--- src/hdl/seven_segment_scan_driver_macros.svh ---
// assertion macros for the scan driver, all on clk with arst_n low as reset
`ifndef SEVEN_SEGMENT_SCAN_DRIVER_MACROS_SVH
`define SEVEN_SEGMENT_SCAN_DRIVER_MACROS_SVH

// same-cycle implication
`define SSD_ASSERT_NOW(lbl, ante, cons) \
	lbl: assert property (@(posedge clk) disable iff (!arst_n) (ante) |-> (cons)) \
		else $error("assertion failed");

// next-cycle implication
`define SSD_ASSERT_NEXT(lbl, ante, cons) \
	lbl: assert property (@(posedge clk) disable iff (!arst_n) (ante) |=> (cons)) \
		else $error("assertion failed");

`endif

--- src/hdl/ssd_pkg.sv ---
`default_nettype none

package ssd_pkg;

	localparam int NUM_DIGITS_DEF = 4;
	localparam int NUM_SEGMENTS   = 7;
	localparam int FONT_ENTRIES   = 128;
	localparam int CHAR_W         = 7;
	localparam int POS_W          = 2;
	localparam int CMD_W          = 3;
	localparam int CFG_IDX_W      = 3;
	localparam int CFG_DATA_W     = 16;
	localparam int TDATA_W        = 16;

	localparam logic [3:0]  MAX_BRIGHTNESS = 4'd15;
	localparam logic [15:0] BLINK_RESET    = 16'd500;
	localparam logic [7:0]  DIVIDE_RESET   = 8'd1;

	typedef enum logic [CMD_W-1:0] {
		CMD_TICK        = 3'd0,
		CMD_WRITE       = 3'd1,
		CMD_CLEAR_POS   = 3'd2,
		CMD_CLEAR_ALL   = 3'd3,
		CMD_SHIFT_LEFT  = 3'd4,
		CMD_SHIFT_RIGHT = 3'd5
	} cmd_t;

	typedef enum logic [CFG_IDX_W-1:0] {
		REG_TICK_DIVIDE       = 3'd0,
		REG_DISPLAY_ENABLE    = 3'd1,
		REG_BLINK_ENABLE      = 3'd2,
		REG_BLINK_HALF_PERIOD = 3'd3,
		REG_BRIGHTNESS        = 3'd4
	} reg_idx_t;

	// what the timing unit says about the current tick
	typedef struct packed {
		logic             draw;
		logic             blank;
		logic [POS_W-1:0] pos;
	} draw_t;

	// segment patterns indexed by ascii code
	localparam logic [NUM_SEGMENTS-1:0] FONT_ROM [FONT_ENTRIES] = '{
		7'h00, 7'h00, 7'h00, 7'h00, 7'h00, 7'h00, 7'h00, 7'h00,
		7'h00, 7'h00, 7'h00, 7'h00, 7'h00, 7'h00, 7'h00, 7'h00,
		7'h00, 7'h00, 7'h00, 7'h00, 7'h00, 7'h00, 7'h00, 7'h00,
		7'h00, 7'h00, 7'h00, 7'h00, 7'h00, 7'h00, 7'h00, 7'h00,
		7'h00, 7'h00, 7'h00, 7'h00, 7'h00, 7'h00, 7'h00, 7'h00,
		7'h00, 7'h00, 7'h00, 7'h00, 7'h00, 7'h00, 7'h00, 7'h00,
		7'h7E, 7'h30, 7'h6D, 7'h79, 7'h33, 7'h5B, 7'h5F, 7'h70, 7'h7F, 7'h7B, 7'h00, 7'h00,
		7'h00, 7'h00, 7'h00, 7'h00, 7'h00, 7'h77, 7'h00, 7'h4E, 7'h00, 7'h4F, 7'h47, 7'h5E,
		7'h37, 7'h06, 7'h3C, 7'h00, 7'h0E, 7'h00, 7'h00, 7'h7E, 7'h67, 7'h00, 7'h00, 7'h5B,
		7'h00, 7'h3E, 7'h00, 7'h00, 7'h00, 7'h00, 7'h00, 7'h00, 7'h00, 7'h00, 7'h00, 7'h00,
		7'h00, 7'h00, 7'h1F, 7'h0D, 7'h3D, 7'h00, 7'h00, 7'h00, 7'h17, 7'h00, 7'h00, 7'h00,
		7'h00, 7'h00, 7'h15, 7'h1D, 7'h00, 7'h73, 7'h05, 7'h00, 7'h0F, 7'h1C, 7'h00, 7'h00,
		7'h00, 7'h6E, 7'h00, 7'h00, 7'h00, 7'h00, 7'h00, 7'h00
	};

endpackage

`default_nettype wire

--- src/hdl/ssd_buffer.sv ---
`default_nettype none

module ssd_buffer #(
	parameter int NUM_DIGITS = ssd_pkg::NUM_DIGITS_DEF
) (
	input  wire logic                       clk,
	input  wire logic                       arst_n,
	input  wire logic                       en,
	input  wire ssd_pkg::cmd_t              cmd,
	input  wire logic [ssd_pkg::POS_W-1:0]  idx,
	input  wire logic [ssd_pkg::CHAR_W-1:0] ch,
	input  wire logic [ssd_pkg::POS_W-1:0]  rd_pos,
	output logic      [ssd_pkg::CHAR_W-1:0] rd_char
);

	logic [ssd_pkg::CHAR_W-1:0] buf_q [NUM_DIGITS];
	logic [ssd_pkg::CHAR_W-1:0] buf_nxt [NUM_DIGITS];

	always_comb begin
		buf_nxt = buf_q;
		case (cmd)
			ssd_pkg::CMD_WRITE: begin
				for (int i = 0; i < NUM_DIGITS; i++)
					if (idx == ssd_pkg::POS_W'(i)) buf_nxt[i] = ch;
			end
			ssd_pkg::CMD_CLEAR_POS: begin
				for (int i = 0; i < NUM_DIGITS; i++)
					if (idx == ssd_pkg::POS_W'(i)) buf_nxt[i] = '0;
			end
			ssd_pkg::CMD_CLEAR_ALL: begin
				for (int i = 0; i < NUM_DIGITS; i++)
					buf_nxt[i] = '0;
			end
			ssd_pkg::CMD_SHIFT_LEFT: begin
				for (int i = 0; i < NUM_DIGITS - 1; i++)
					buf_nxt[i] = buf_q[i+1];
				buf_nxt[NUM_DIGITS-1] = ch;
			end
			ssd_pkg::CMD_SHIFT_RIGHT: begin
				for (int i = 1; i < NUM_DIGITS; i++)
					buf_nxt[i] = buf_q[i-1];
				buf_nxt[0] = ch;
			end
			default: begin
			end
		endcase
	end

	always_ff @(posedge clk or negedge arst_n) begin
		if (!arst_n) begin
			for (int i = 0; i < NUM_DIGITS; i++)
				buf_q[i] <= '0;
		end else if (en) begin
			buf_q <= buf_nxt;
		end
	end

	// character under the scan position
	always_comb begin
		rd_char = '0;
		for (int i = 0; i < NUM_DIGITS; i++)
			if (rd_pos == ssd_pkg::POS_W'(i)) rd_char = buf_q[i];
	end

endmodule

`default_nettype wire

--- src/hdl/ssd_timing.sv ---
`default_nettype none

module ssd_timing #(
	parameter int NUM_DIGITS = ssd_pkg::NUM_DIGITS_DEF
) (
	input  wire logic                           clk,
	input  wire logic                           arst_n,
	input  wire logic                           tick_go,
	input  wire logic                           cfg_we,
	input  wire logic [ssd_pkg::CFG_IDX_W-1:0]  cfg_index,
	input  wire logic [ssd_pkg::CFG_DATA_W-1:0] cfg_data,
	output ssd_pkg::draw_t                      info
);

	localparam logic [ssd_pkg::POS_W-1:0] LAST_POS = ssd_pkg::POS_W'(NUM_DIGITS - 1);

	logic [7:0]  tick_divide_q;
	logic        display_enable_q;
	logic        blink_enable_q;
	logic [15:0] blink_half_q;
	logic [3:0]  brightness_q;

	logic [7:0]                divide_count_q;
	logic [ssd_pkg::POS_W-1:0] pos_q;
	logic [15:0]               blink_count_q;
	logic                      blink_off_q;
	logic [3:0]                dim_count_q;

	logic [15:0] blink_count_nxt;
	logic        blink_off_nxt;
	logic [3:0]  dim_count_nxt;
	logic        draw;
	logic        blank;

	assign draw = (divide_count_q == tick_divide_q);

	// display, then blink, then brightness; a blanking test freezes later counters
	always_comb begin
		blink_count_nxt = blink_count_q;
		blink_off_nxt   = blink_off_q;
		dim_count_nxt   = dim_count_q;
		blank           = 1'b0;
		if (!display_enable_q) begin
			blank = 1'b1;
		end else begin
			if (blink_enable_q) begin
				if (blink_count_q < blink_half_q) begin
					blink_count_nxt = blink_count_q + 16'd1;
				end else begin
					blink_count_nxt = '0;
					blink_off_nxt   = ~blink_off_q;
				end
				blank = blink_off_nxt;
			end
			if (!blank && brightness_q != ssd_pkg::MAX_BRIGHTNESS) begin
				if (dim_count_q == brightness_q) begin
					dim_count_nxt = '0;
					blank         = 1'b1;
				end else begin
					dim_count_nxt = dim_count_q + 4'd1;
				end
			end
		end
	end

	always_ff @(posedge clk or negedge arst_n) begin
		if (!arst_n) begin
			tick_divide_q    <= ssd_pkg::DIVIDE_RESET;
			display_enable_q <= 1'b1;
			blink_enable_q   <= 1'b0;
			blink_half_q     <= ssd_pkg::BLINK_RESET;
			brightness_q     <= ssd_pkg::MAX_BRIGHTNESS;
			divide_count_q   <= '0;
			pos_q            <= '0;
			blink_count_q    <= '0;
			blink_off_q      <= 1'b0;
			dim_count_q      <= '0;
		end else begin
			if (cfg_we) begin
				case (cfg_index)
					ssd_pkg::REG_TICK_DIVIDE:       tick_divide_q    <= cfg_data[7:0];
					ssd_pkg::REG_DISPLAY_ENABLE:    display_enable_q <= cfg_data[0];
					ssd_pkg::REG_BLINK_ENABLE: begin
						blink_enable_q <= cfg_data[0];
						blink_off_q    <= 1'b0;
					end
					ssd_pkg::REG_BLINK_HALF_PERIOD: blink_half_q     <= cfg_data[15:0];
					ssd_pkg::REG_BRIGHTNESS:        brightness_q     <= cfg_data[3:0];
					default: begin
					end
				endcase
			end
			if (tick_go) begin
				if (!draw) begin
					divide_count_q <= divide_count_q + 8'd1;
				end else begin
					divide_count_q <= '0;
					pos_q          <= (pos_q >= LAST_POS) ? '0 : pos_q + 2'd1;
					blink_count_q  <= blink_count_nxt;
					blink_off_q    <= blink_off_nxt;
					dim_count_q    <= dim_count_nxt;
				end
			end
		end
	end

	assign info = '{draw: draw, blank: blank, pos: pos_q};

endmodule

`default_nettype wire

--- src/hdl/seven_segment_scan_driver.sv ---
// an item is registered in the input stage on entry; a retiring drawing tick's result is registered in the result stage
// throughput: one item per cycle, every command kind, while the result side keeps taking
// a result held unread holds a drawing tick in the input stage and every item behind it
// reset: arst_n low clears the character buffer, counters and scan position, and sets the registers
// reset register values: tick_divide 1, display on, blink off, half period 500, brightness 15
`default_nettype none
`include "seven_segment_scan_driver_macros.svh"

module seven_segment_scan_driver #(
	parameter int NUM_DIGITS = ssd_pkg::NUM_DIGITS_DEF
) (
	input  wire logic                           clk,
	input  wire logic                           arst_n,
	// input items
	input  wire logic                           s_tvalid,
	output logic                                s_tready,
	input  wire logic [ssd_pkg::TDATA_W-1:0]    s_tdata,   // digit_index[1:0], character[8:2], zero
	input  wire logic [ssd_pkg::CMD_W-1:0]      s_tuser,   // command[2:0]
	// result items
	output logic                                m_tvalid,
	input  wire logic                           m_tready,
	output logic      [ssd_pkg::TDATA_W-1:0]    m_tdata,   // digit_select[1:0], segments[8:2], zero
	// register writes
	input  wire logic                           cfg_we,
	input  wire logic [ssd_pkg::CFG_IDX_W-1:0]  cfg_index,
	input  wire logic [ssd_pkg::CFG_DATA_W-1:0] cfg_data
);

	// input register stage
	logic                        valid_s1;
	ssd_pkg::cmd_t               cmd_s1;
	logic [ssd_pkg::POS_W-1:0]   idx_s1;
	logic [ssd_pkg::CHAR_W-1:0]  char_s1;

	// result register stage
	logic                              valid_s2;
	logic [ssd_pkg::POS_W-1:0]         sel_s2;
	logic [ssd_pkg::NUM_SEGMENTS-1:0]  seg_s2;

	ssd_pkg::draw_t              info;
	logic [ssd_pkg::CHAR_W-1:0]  cur_char;
	logic                        is_tick;
	logic                        produce;
	logic                        advance;
	logic                        tick_go;
	logic [ssd_pkg::NUM_SEGMENTS-1:0] seg_nxt;

	// an item in s1 produces a result only if it is a tick that hits the divider
	assign is_tick = (cmd_s1 == ssd_pkg::CMD_TICK);
	assign produce = valid_s1 && is_tick && info.draw;

	// s1 retires when it needs no output slot, or the slot is free or being emptied
	assign advance = valid_s1 && (!produce || !valid_s2 || m_tready);
	assign tick_go = advance && is_tick;

	// s1 refills in the same cycle it retires
	assign s_tready = !valid_s1 || advance;

	always_ff @(posedge clk or negedge arst_n) begin
		if (!arst_n) begin
			valid_s1 <= 1'b0;
		end else if (s_tready) begin
			valid_s1 <= s_tvalid;
		end
	end

	always_ff @(posedge clk) begin
		if (s_tready && s_tvalid) begin
			cmd_s1  <= ssd_pkg::cmd_t'(s_tuser);
			idx_s1  <= s_tdata[1:0];
			char_s1 <= s_tdata[8:2];
		end
	end

	// character store; edits apply as their item retires
	ssd_buffer #(
		.NUM_DIGITS (NUM_DIGITS)
	) u_buffer (
		.clk     (clk),
		.arst_n  (arst_n),
		.en      (advance),
		.cmd     (cmd_s1),
		.idx     (idx_s1),
		.ch      (char_s1),
		.rd_pos  (info.pos),
		.rd_char (cur_char)
	);

	// divider, scan position, blink and dimming, plus the registers
	ssd_timing #(
		.NUM_DIGITS (NUM_DIGITS)
	) u_timing (
		.clk       (clk),
		.arst_n    (arst_n),
		.tick_go   (tick_go),
		.cfg_we    (cfg_we),
		.cfg_index (cfg_index),
		.cfg_data  (cfg_data),
		.info      (info)
	);

	// font lookup, forced dark when any blanking test fires
	assign seg_nxt = info.blank ? '0 : ssd_pkg::FONT_ROM[cur_char];

	always_ff @(posedge clk or negedge arst_n) begin
		if (!arst_n) begin
			valid_s2 <= 1'b0;
		end else if (advance && produce) begin
			valid_s2 <= 1'b1;
		end else if (m_tready) begin
			valid_s2 <= 1'b0;
		end
	end

	always_ff @(posedge clk) begin
		if (advance && produce) begin
			sel_s2 <= info.pos;
			seg_s2 <= seg_nxt;
		end
	end

	assign m_tvalid = valid_s2;
	assign m_tdata  = {{(ssd_pkg::TDATA_W - ssd_pkg::NUM_SEGMENTS - ssd_pkg::POS_W){1'b0}},
		seg_s2, sel_s2};

	// an empty input stage always takes an item
	`SSD_ASSERT_NOW(a_s1_empty_ready, !valid_s1, s_tready)
	// a retiring drawing tick always lands in the result register
	`SSD_ASSERT_NEXT(a_draw_lands, advance && produce, valid_s2)
	// the scan never points past the fitted digits
	`SSD_ASSERT_NOW(a_pos_range, 1'b1, {1'b0, info.pos} < 3'(NUM_DIGITS))

endmodule

`default_nettype wire

--- config.mk ---
export PLATFORM = sky130hd
export DESIGN_NAME = seven_segment_scan_driver
export DESIGN_NICKNAME = d
export VERILOG_FILES = /design/src/hdl/ssd_pkg.sv /design/src/hdl/ssd_buffer.sv /design/src/hdl/ssd_timing.sv /design/src/hdl/seven_segment_scan_driver.sv
export VERILOG_INCLUDE_DIRS = /design/src /design/src/hdl
export SDC_FILE = /design/constraint.sdc
export NUM_CORES = 1
export LEC_CHECK = 0
export ABC_AREA = 1
export BUFFER_PORTS_ARGS = -buffer_cell sky130_fd_sc_hd__buf_2
export CORE_ASPECT_RATIO = 1.4
export CORE_MARGIN = 2
export CORE_UTILIZATION = 65
export CTS_BUF_LIST = sky130_fd_sc_hd__clkbuf_2
export DETAILED_ROUTE_END_ITERATION = 8
export MAX_ROUTING_LAYER = met4
export PLACE_DENSITY = 0.95
export SYNTH_ARGS = -nofsm -noshare
export SYNTH_HDL_FRONTEND = slang
export SYNTH_HIERARCHICAL = 1
export SYNTH_SLANG_ARGS = --single-unit
--- constraint.sdc ---
create_clock -name clk -period 5.4 [get_ports clk]
set_input_delay 1.08 -clock clk [delete_from_list [all_inputs] [get_ports clk]]
set_output_delay 1.08 -clock clk [all_outputs]
set_load 0.02 [all_outputs]
==> reports/metrics.csv, run 1 <==
stage;metric;value;unit
run_status;status;finished, final reports clean;
drt;final_antenna_net_count;0;
timing;setup_viol_count_final;0;
worst_setup_path;arrival;2.38;ns
logic_synthesis;synthFlopType;dfrtp_1;
timing;period_share;64.1;%
finish;nets;1020;
finish;area_growth_syn_to_layout;4.63;%
drt;first_iter_violations;533;
timing;finalHoldViolations;0;
worst_setup_path;path_cells;nor4_1 > nand2_1 > nor2_1 > inv_1 > buf_2;
worst_setup_path;start_kind;flip-flop;
cts;holdBufCountCts;0;
worst_setup_path;critPathMaxStageDelay;0.68;ns
worst_setup_path;slowest_stage;edfxtp_1;
logic_synthesis;ys_types;44;
cts;clockBufferDepth;2;
timing;fmax;289;MHz
placed_design;gp_congestion;0.963;
cts;post-cts-setup-buffers;0;
timing;drv_slew;0;
cts;clkLatencyLatePin;0.60;ns
cts;clock_sinks;112;
pwr;ir_worst_vdd;0.000158;V
die;die_y;126;um
drt;drtPass1Iterations;5;
global_routing;antenna_found_initial;1;
finish;drive_above_1_share;12.0;%
die;dieWidth;91.3;um
logic_synthesis;synth_area;6940;um2
timing;rsz0062_at_grt;no;
cts;cts_resized;0;
pwr;p_leak;0.00361;uW
timing;fin_setup_tns;0;ns
finish;nFillCells;823;
timing;whs;0.394;ns
logic_synthesis;synthCells;918;
die;start_util;66.7;%
cts;cts-root-buf;clkbuf_2;
cts;tritoncts;built;
drt;wirelength;15600;um
logic_synthesis;async_flop_share;81.3;%
timing;skew;0.0351;ns
logic_synthesis;ys_warn_count;6;
worst_setup_path;cp_max_fo;15;
global_routing;grt_usage;29.4;%
logic_synthesis;synth.avg_cell_area;7.56;um2
drt;drc;0;
worst_hold_path;worstHoldPathType;primary input to async pin;
placed_design;hpwl;11700;um
worst_setup_path;worst_ep_required_time;4.32;ns
finish;final_util;69.8;%
worst_setup_path;critPathKind;flip-flop to primary output;
flow_run;cap_violations;0;
global_routing;globalRouteOverflowTotal;0;
die;die_area;11500;um2
placed_design;io_buffers;46;
die;rows;44;
timing;worst_slew_pin_slew;1.06;ns
drt;avgRoutedWirePerCell;14.2;um
drt;viasPerCell;5.69;
drt;dr_total_vias;6237;
timing;min_period;3.46;ns
cts;numCtsBuffers;9;
cts;h-tree-depth;3;
cts;cts.clk_slew.worst_paths;0.30;ns
pwr;p_per_area;276;nW/um2
logic_synthesis;synth_edf_count;21;
global_routing;grt_first_pass_wirelength;26600;um
logic_synthesis;synth-seq-cells;112;
logic_synthesis;synth_seq_area_share;42.1;%
die;core-area;10400;um2
timing;max_slew_margin;29.0;%
worst_setup_path;worst_setup_path_end_kind;primary output;
die;io_pins;61;
global_routing;grt_max_degree;49;
global_routing;grt_pass1_vias;5972;
## power breakdown
part	total (uW)	internal (uW)	switching, uW	leakage (uW)
clock	333	60.8	273	0.0000615
sequential	1090	983	106	0.00131
combinational	580	197	383	0.00223
total	2000	1240	762	0.00361
## placed cells by master (no fill, tap or decap), drive strengths merged, types with 7 or more instances in the layout
cell type  count
a21oi         33
buf           49
clkbuf        10
conb           7
dfrtp         79
dfstp         12
edfxtp        21
ha            24
inv          103
nand2        324
nand3        107
nand4         21
nor2          62
nor3          12
o21ai         44
o31ai          9
xnor2         10
xor2          10
## layer usage
layer  track usage, %  wire, um  up-vias
li1                 -         -     3040
met1             33.6      5920     2847
met2             50.5      8010      285
met3             3.95      1020       65
met4             14.7       622        0
met5                -         0        -
## state kept, by name (all words and copies together) (netlist names), 3 cells and up
name	cells
char_s1	7
cmd_s1	3
seg_s2	7
u_buffer/buf_q	28
u_timing/blink_count_q	16
u_timing/blink_half_q	16
u_timing/brightness_q	4
u_timing/dim_count_q	4
u_timing/divide_count_q	8
u_timing/tick_divide_q	8
## critical path: cells and delay by family, from the launching register on
family	cells	cell delay [ns]
buf+inv	2	0.27
flops	1	0.68
simple gates	3	0.86
## path summary, 6_finish.rpt
| kind | start | end | slack (ns) | cells after the start |
|---|---|---|---|---|
| max in group asynchronous | arst_n | u_timing/tick_divide_q[7]$_DFFE_PN0P_ | 3.98 | 2 |
| hold / removal | arst_n | u_buffer/buf_q[3]$_DFFE_PN0P_ | 0.39 | 1 |
| setup / recovery | cmd_s1[0]$_DFFE_PP_ | s_tready | 1.94 | 5 |
| hold reg to reg | u_timing/blink_half_q[7]$_DFFE_PN1P_ | u_timing/blink_half_q[7]$_DFFE_PN1P_ | 0.51 | 2 |
| setup reg to reg | u_timing/blink_half_q[5]$_DFFE_PN1P_ | seg_s2[4]$_SDFFCE_PP0P_ | 2.45 | 12 |
| min in group clk | u_timing/blink_half_q[7]$_DFFE_PN1P_ | u_timing/blink_half_q[7]$_DFFE_PN1P_ | 0.51 | 2 |
## cells in the mapped netlist (8+ instances only)
cell type  number  area (um2)
xnor2_1        10        87.6
buf_2           9        45.0
nor3_1         10        50.1
inv_1          92         345
xor2_1         10        87.6
edfxtp_1       21         631
dfrtp_1        79        1980
o21ai_0        38         190
nor2_1         52         195
nand3_1       100         500
a21oi_1        30         150
nand2_1       317        1190
buf_4          11        82.6
nand4_1        20         125
inv_2           8        30.0
o31ai_1         8        60.1
ha_1           24         300
dfstp_2        12         315
## cell families (layout without fill, tap and decap cells)
family,Yosys count,in the layout,share of synthesized area [%]
adders and majority gates,24,24,4.33
AOI/OAI and AO/OA,94,94,7.57
other,1,8,0.0540
and+or+nand+nor,534,534,34.8
DFF,112,112,42.1
xor gates and xnor gates,20,20,2.52
buffers and inverters,133,167,8.64
## stage by stage
stage	instances	worst slack, ns	cell area [um2]	power [uW]
after CTS	1096	1.95	7260	2000
final	1097	1.94	7260	2000
after global routing	1097	1.71	7260	2140
after global placement	1080	2.42	7180	1650
after floorplan	924	2.74	6960	1530
after detailed placement	1080	2.38	7180	1670
## cell type report
cell class / instances / area (um2) / share of cell area, %
Timing Repair Buffer: 49 / 255 / 3.51
Antenna cell: 1 / 2.50 / 0.0345
Inverter: 102 / 385 / 5.31
Clock inverter: 6 / 32.5 / 0.448
Clock buffer: 10 / 50.0 / 0.689
Tap cell: 138 / 173 / 2.38
Multi-Input combinational cell: 679 / 3440 / 47.4
Sequential cell: 112 / 2920 / 40.2
Note: power is estimated with default switching activity, not from simulation.
==> inputs of run 2 (changes only) <==
--- a/config.mk
+++ b/config.mk
@@ -10,11 +10,11 @@
 export BUFFER_PORTS_ARGS = -buffer_cell sky130_fd_sc_hd__buf_2
 export CORE_ASPECT_RATIO = 1.4
 export CORE_MARGIN = 2
-export CORE_UTILIZATION = 65
+export CORE_UTILIZATION = 56
 export CTS_BUF_LIST = sky130_fd_sc_hd__clkbuf_2
 export DETAILED_ROUTE_END_ITERATION = 8
 export MAX_ROUTING_LAYER = met4
-export PLACE_DENSITY = 0.95
+export PLACE_DENSITY = 0.89
 export SYNTH_ARGS = -nofsm -noshare
 export SYNTH_HDL_FRONTEND = slang
 export SYNTH_HIERARCHICAL = 1
==> constraint.sdc (replaced) <==
create_clock -name clk -period 2.75 [get_ports clk]
set_input_delay 0.55 -clock clk [delete_from_list [all_inputs] [get_ports clk]]
set_output_delay 0.55 -clock clk [all_outputs]
set_load 0.02 [all_outputs]
==> run 2 against run 1 <==
Against the previous run: sequential share of layout area shrank 2.1 points; critical path type unchanged; setup slack worse by 1.9 ns; cell count up 4.5%; core utilization fell by 6.9 points; clock power increased to 2.6 times the previous value; combinational power increased by 120%; sequential cell count stayed put; largest power group unchanged; die area up 15%; cell area is 5.6% higher.
==> reports/metrics.csv, run 2 (synthesized netlist as in run 1, its figures left out) <==
stage;metric;value;unit;change
run_status;status;finished, final reports clean;;
worst_setup_path;reg2reg_slack;0.19;ns;-2.26 ns
timing;skew;0.0440;ns;+0.00891 ns
worst_setup_path;path_cells;nor4_1 > nand2_2 > nor2_4 > inv_2 > buf_4;;
global_routing;grt_max_degree;45;;-8.2%
timing;drv_slew;0;;unchanged
finish;layout_common_cells;nand2_1 (316), nand3_1 (100), inv_1 (91);;
drt;wirelength;16700;um;+7.2%
worst_setup_path;start_kind;flip-flop;;
worst_setup_path;cp_max_fo;4;;-11
cts;cts.clk_slew.worst_paths;0.31;ns;about the same
finish;area_growth_syn_to_layout;10.5;%;
drt;first_iter_violations;527;;-1.1%
timing;finalHoldViolations;0;;unchanged
worst_setup_path;worst_ep_required_time;2.20;ns;-2.12 ns
die;die_area;13300;um2;+15%
finish;nFillCells;1053;;+28%
timing;whs;0.102;ns;-0.292 ns
global_routing;grt_first_pass_wirelength;27600;um;+3.5%
finish;drive_above_1_share;15.4;%;+3.4 points
drt;viasPerCell;5.62;;-1.1%
worst_setup_path;arrival;2.14;ns;-0.24 ns
placed_design;hpwl;12300;um;+5.1%
die;rows;48;;+9.1%
die;start_util;56.9;%;-9.8 points
cts;clockBufferDepth;2;;unchanged
timing;min_period;2.69;ns;
finish;nets;1057;;+3.6%
global_routing;grt_pass1_vias;5966;;-0.10%
global_routing;globalRouteOverflowTotal;0;;unchanged
cts;clkLatencyLatePin;0.60;ns;about the same
cts;tritoncts;built;;
timing;fin_setup_tns;0;ns;unchanged
finish;top_register;u_buffer/buf_q;;
timing;max_slew_margin;34.9;%;+5.8 points
cts;clock_sinks;112;;unchanged
drt;dr_total_vias;6444;;+3.3%
drt;drtPass1Iterations;5;;unchanged
cts;h-tree-depth;3;;unchanged
drt;final_antenna_net_count;0;;unchanged
worst_setup_path;critPathMaxStageDelay;0.52;ns;-0.16 ns
die;die_y;136;um;+7.5%
global_routing;antenna_found_initial;1;;unchanged
timing;period_share;97.7;%;
finish;reg_top3;u_buffer/buf_q: 28 flops, u_timing/blink_count_q: 16 flops, u_timing/blink_half_q: 16 flops;;
pwr;p_leak;0.00382;uW;+5.8%
pwr;p_per_area;556;nW/um2;+100%
finish;mostFrequentLayoutCell;nand2_1;;
pwr;ir_worst_vdd;0.000361;V;+130%
drt;drc;0;;unchanged
drt;avgRoutedWirePerCell;14.6;um;+2.6%
finish;largest_register_ffs;28;;unchanged
cts;cts-root-buf;clkbuf_2;;
placed_design;io_buffers;46;;unchanged
worst_setup_path;critPathKind;flip-flop to primary output;;
placed_design;gp_congestion;0.958;;-0.53%
worst_setup_path;slowest_stage;nor4_1;;
worst_setup_path;worst_setup_path_end_kind;primary output;;
worst_hold_path;worstHoldPathType;primary input to flip-flop;;
timing;fmax;372;MHz;
die;dieWidth;98.1;um;+7.4%
timing;rsz0062_at_grt;yes;;
global_routing;grt_usage;26.4;%;-3.0 points
timing;setup_viol_count_final;0;;unchanged
die;core-area;12200;um2;+17%
die;io_pins;61;;unchanged
flow_run;cap_violations;0;;unchanged
timing;worst_slew_pin_slew;0.974;ns;-0.0881 ns
cts;numCtsBuffers;9;;unchanged
## run 2: power by group
| group | switching (uW) | leakage, uW | internal, uW |
|---|---|---|---|
| registers | 201 | 0.00131 | 1930 |
| logic | 790 | 0.00242 | 478 |
| clock network | 553 | 0.0000883 | 314 |
| total | 1540 | 0.00382 | 2720 |
## run 2: timing repair
action                                  CTS  global route
hold endpoints to repair                 23             6
endpoints found under the setup margin    8            23
pin swaps                                 0             5
gates resized for setup                   3             7
hold buffers                              1             6
setup buffers                             0             4
## run 2: area by class of cell
class,count,area [um2],share of cell area [%]
clock inverters,6,92.6,1.21
clock buffers,10,50.0,0.652
multi-input cells,679,3460,45.1
repair buffers,86,566,7.37
flip-flops and latches,112,2930,38.2
well taps,150,188,2.45
diodes,1,2.50,0.0326
inverters,102,388,5.06
## run 2: metrics by stage
stage	cell area (um2)	std cells	setup slack (ns)	utilization (%)	power (uW)
floorplan	6960	924	0.390	-	3010
global placement	7400	1118	0.0792	60.7	3340
detailed placement	7400	1118	-0.0477	60.7	3380
CTS	7570	1135	-0.0468	62.1	4250
global route	7670	1146	-0.256	62.9	4550
finish	7670	1146	0.0621	62.9	4270
## run 2: path summary, 6_finish.rpt
kind / start / to / depth (start not counted)
min reg2reg: u_timing/blink_half_q[5]$_DFFE_PN1P_ / u_timing/blink_half_q[5]$_DFFE_PN1P_ / 2
max in group asynchronous: arst_n / u_timing/pos_q[1]$_DFFE_PN0P_ / 3
min in group asynchronous: arst_n / u_buffer/buf_q[25]$_DFFE_PN0P_ / 2
max: cmd_s1[1]$_DFFE_PP_ / s_tready / 5
max reg2reg: u_timing/divide_count_q[2]$_DFFE_PN0P_ / u_timing/blink_count_q[3]$_DFFE_PN0P_ / 15
min: s_tdata[7] / char_s1[5]$_DFFE_PP_ / 1
## run 2: critical path, delay by kind of cell (launching register included)
family        cells  cell delay, ns
buf+inv           2            0.20
flops             1            0.48
simple gates      3            0.86
## run 2: per-layer routing
metal	routed length [um]	track usage (%)	vias to the layer above
li1	-	-	3115
met1	6350	29.7	2994
met2	8780	46.8	278
met3	1010	4.18	57
met4	567	11.0	0
met5	0	-	-
==> inputs of run 3 (changes only) <==
--- a/config.mk
+++ b/config.mk
@@ -8,13 +8,16 @@
 export LEC_CHECK = 0
 export ABC_AREA = 1
 export BUFFER_PORTS_ARGS = -buffer_cell sky130_fd_sc_hd__buf_2
+export CELL_PAD_IN_SITES_DETAIL_PLACEMENT = 0
+export CELL_PAD_IN_SITES_GLOBAL_PLACEMENT = 1
 export CORE_ASPECT_RATIO = 1.4
 export CORE_MARGIN = 2
-export CORE_UTILIZATION = 56
+export CORE_UTILIZATION = 41
 export CTS_BUF_LIST = sky130_fd_sc_hd__clkbuf_2
 export DETAILED_ROUTE_END_ITERATION = 8
 export MAX_ROUTING_LAYER = met4
-export PLACE_DENSITY = 0.89
+export PLACE_DENSITY = 0.88
+export SETUP_SLACK_MARGIN = 0.2
 export SYNTH_ARGS = -nofsm -noshare
 export SYNTH_HDL_FRONTEND = slang
 export SYNTH_HIERARCHICAL = 1
==> run 3 against run 2 <==
Against the previous run: clock power decreased by 8.7%; fmax increased by 0.41%; cell area increased by 2.1%; register-to-register slack improved by 0.16 ns; combinational power increased by 3%; sequential cell count unchanged; critical path depth increased by 6; sequential share of layout area decreased by 0.78 points; largest power group unchanged; cell count increased by 5.6%.
==> reports/metrics.csv, run 3 (synthesized netlist as in run 1, its figures left out) <==
stage;metric;value;unit;change
run_status;status;finished, final reports clean;;
global_routing;globalRouteOverflowTotal;0;;unchanged
global_routing;grt_max_degree;52;;+16%
finish;largest_register_ffs;28;;unchanged
die;die_area;18000;um2;+35%
drt;viasPerCell;5.06;;-9.9%
placed_design;io_buffers;46;;unchanged
timing;fmax;374;MHz;+0.41%
timing;max_slew_margin;39.8;%;+4.9 points
cts;clockBufferDepth;2;;unchanged
placed_design;place_ws;0.253;ns;+0.301 ns
timing;min_period;2.68;ns;-0.0109 ns
die;rows;56;;+17%
timing;finalHoldViolations;0;;unchanged
cts;clkLatencyLatePin;0.66;ns;+0.06 ns
timing;period_share;97.3;%;-0.39 points
global_routing;grt_usage;20.6;%;-5.8 points
pwr;p_leak;0.00388;uW;+1.6%
worst_setup_path;reg2reg_slack;0.35;ns;+0.16 ns
timing;whs;0.0377;ns;-0.0642 ns
worst_setup_path;cp_max_fo;3;;-1
cts;cts-root-buf;clkbuf_2;;
worst_setup_path;critPathKind;flip-flop to primary output;;
timing;drv_slew;0;;unchanged
finish;drive_above_1_share;17.6;%;+2.2 points
drt;avgRoutedWirePerCell;14.1;um;-3.3%
pwr;p_per_area;540;nW/um2;-2.9%
worst_hold_path;worst_hold_path.num_cells;1;;unchanged
cts;numCtsBuffers;9;;unchanged
worst_setup_path;path_cells;inv_2 > or2_0 > nand4_1 > nor2_2 > nand2_4 > inv_4 > nand2_4 > nor2_4 > buf_6 > inv_4 > buf_6;;
global_routing;antenna_found_initial;1;;unchanged
global_routing;grt_first_pass_wirelength;28500;um;+3.4%
cts;tritoncts;built;;
die;dieWidth;114;um;+16%
drt;drtPass1Iterations;4;;-1
die;die_y;158;um;+16%
pwr;switching_power;1570;uW;+1.5%
worst_setup_path;start_kind;flip-flop;;
worst_setup_path;worst_ep_required_time;2.20;ns;about the same
worst_setup_path;reg2reg_depth;16;;+1
flow_run;cap_violations;0;;unchanged
finish;fin_cells;1210;;+5.6%
pwr;p_seq_share;50.4;%;+0.4 points
pwr;switching_share;37.1;%;+0.85 points
pwr;ir_worst_vdd;0.000321;V;-11%
finish;nets;1068;;+1.0%
worst_hold_path;worstHoldPathType;primary input to flip-flop;;
placed_design;gp_congestion;0.885;;-7.7%
global_routing;grt_pass1_vias;5932;;-0.57%
drt;first_iter_violations;279;;-47%
worst_setup_path;worst_setup_path_end_kind;primary output;;
cts;cts.clk_slew.worst_paths;0.30;ns;about the same
pwr;clkPwrFrac;18.7;%;-1.6 points
finish;final_util;47.0;%;-16 points
timing;fin_setup_tns;0;ns;unchanged
drt;wirelength;17000;um;+2.1%
timing;setup_slack;0.0729;ns;+0.0109 ns
timing;rsz0062_at_grt;yes;;
pwr;pwr-share-comb;30.9;%;+1.2 points
timing;skew;0.0292;ns;-0.0148 ns
finish;reg_top3;u_buffer/buf_q: 28 flops, u_timing/blink_count_q: 16 flops, u_timing/blink_half_q: 16 flops;;
finish;top_register;u_buffer/buf_q;;
worst_setup_path;critPathMaxStageDelay;0.46;ns;-0.06 ns
drt;dr_total_vias;6128;;-4.9%
worst_setup_path;arrival;2.13;ns;about the same
timing;worst_slew_pin_slew;0.900;ns;-0.0734 ns
finish;area_growth_syn_to_layout;12.9;%;
die;start_util;41.6;%;-15 points
cts;clock_sinks;112;;unchanged
placed_design;hpwl;12600;um;+2.4%
finish;layout_common_cells;nand2_1 (315), nand3_1 (100), inv_1 (90);;
cts;h-tree-depth;3;;unchanged
placed_design;dp.cells;1179;;+5.5%
drt;drc;0;;unchanged
finish;mostFrequentLayoutCell;nand2_1;;
drt;final_antenna_net_count;0;;unchanged
die;io_pins;61;;unchanged
timing;setup_viol_count_final;0;;unchanged
finish;nFillCells;1685;;+60%
worst_setup_path;slowest_stage;dfrtp_1;;
die;core-area;16700;um2;+37%
pwr;intPower;2660;uW;-2.2%
run 3: cell types whose count changed in the layout (fill, tap and decap cells not counted), moves of 2 or more:
cell           delta
inv_2             -3
dlygate4sd3_1     -6
nor2_2            +2
clkinv_2          +2
nor2_1            -3
buf_6             +2
inv_4             +2
buf_4            +14
run 3: metal layers:
layer  global-route usage [%]  up-vias  routed length, um
met5                        -        -                  0
li1                         -     3135                  -
met1                     23.6     2787               6920
met3                     2.41       49                751
met2                     34.9      157               8670
met4                     11.8        0                707
run 3: metrics by stage:
step / power, uW / cell area (um2)
floorplan: 3010 / 6960
global placement: 3400 / 7540
CTS: 4210 / 7730
finish: 4230 / 7830
global route: 4530 / 7830
detailed placement: 3410 / 7540
run 3: path summary, 6_finish.rpt:
path                                                   startpoint                                     to
max in group asynchronous                                  arst_n   u_timing/blink_half_q[8]$_DFFE_PN1P_
hold reg to reg              u_timing/blink_half_q[8]$_DFFE_PN1P_   u_timing/blink_half_q[8]$_DFFE_PN1P_
setup reg to reg            u_timing/tick_divide_q[2]$_DFFE_PN0P_         u_buffer/buf_q[17]$_DFFE_PN0P_
min in group asynchronous                                  arst_n  u_timing/blink_half_q[15]$_DFFE_PN0P_
setup / recovery           u_timing/divide_count_q[2]$_DFFE_PN0P_                               s_tready
hold / removal                                         s_tuser[0]                    cmd_s1[0]$_DFFE_PP_
run 3: area by class of cell:
| type | instances | area (um2) | share of cell area [%] |
|---|---|---|---|
| Multi-Input combinational cell | 679 | 3480 | 44.5 |
| Sequential cell | 112 | 2930 | 37.4 |
| Timing Repair Buffer | 97 | 653 | 8.34 |
| Inverter | 102 | 394 | 5.03 |
| Tap cell | 203 | 254 | 3.24 |
| Clock inverter | 6 | 67.6 | 0.862 |
| Clock buffer | 10 | 50.0 | 0.639 |
| Antenna cell | 1 | 2.50 | 0.0319 |
run 3: power groups by stage:
stage / clock (uW) / combinational (uW) / sequential (uW)
detailed placement: 0 / 1240 / 2160
floorplan: 0 / 920 / 2090
global route: 875 / 1490 / 2170
finish: 792 / 1310 / 2130
CTS: 821 / 1250 / 2130
global placement: 0 / 1240 / 2160
run 3: timing repair:
| action | 4_1_cts | 5_1_grt |
|---|---|---|
| setup endpoints to repair | 3 | 18 |
| hold buffers | 1 | 0 |
| buffers inserted | 5 | 8 |
| hold endpoints to repair | 29 | 0 |
| resized for setup | 11 | 14 |
| pin swaps | 6 | 7 |
run 3: critical path: cells and delay by family (launching register included):
kind / cells / cell delay, ns
DFF: 1 / 0.46
buffers and inverters: 5 / 0.40
and+or+nand+nor: 6 / 0.63
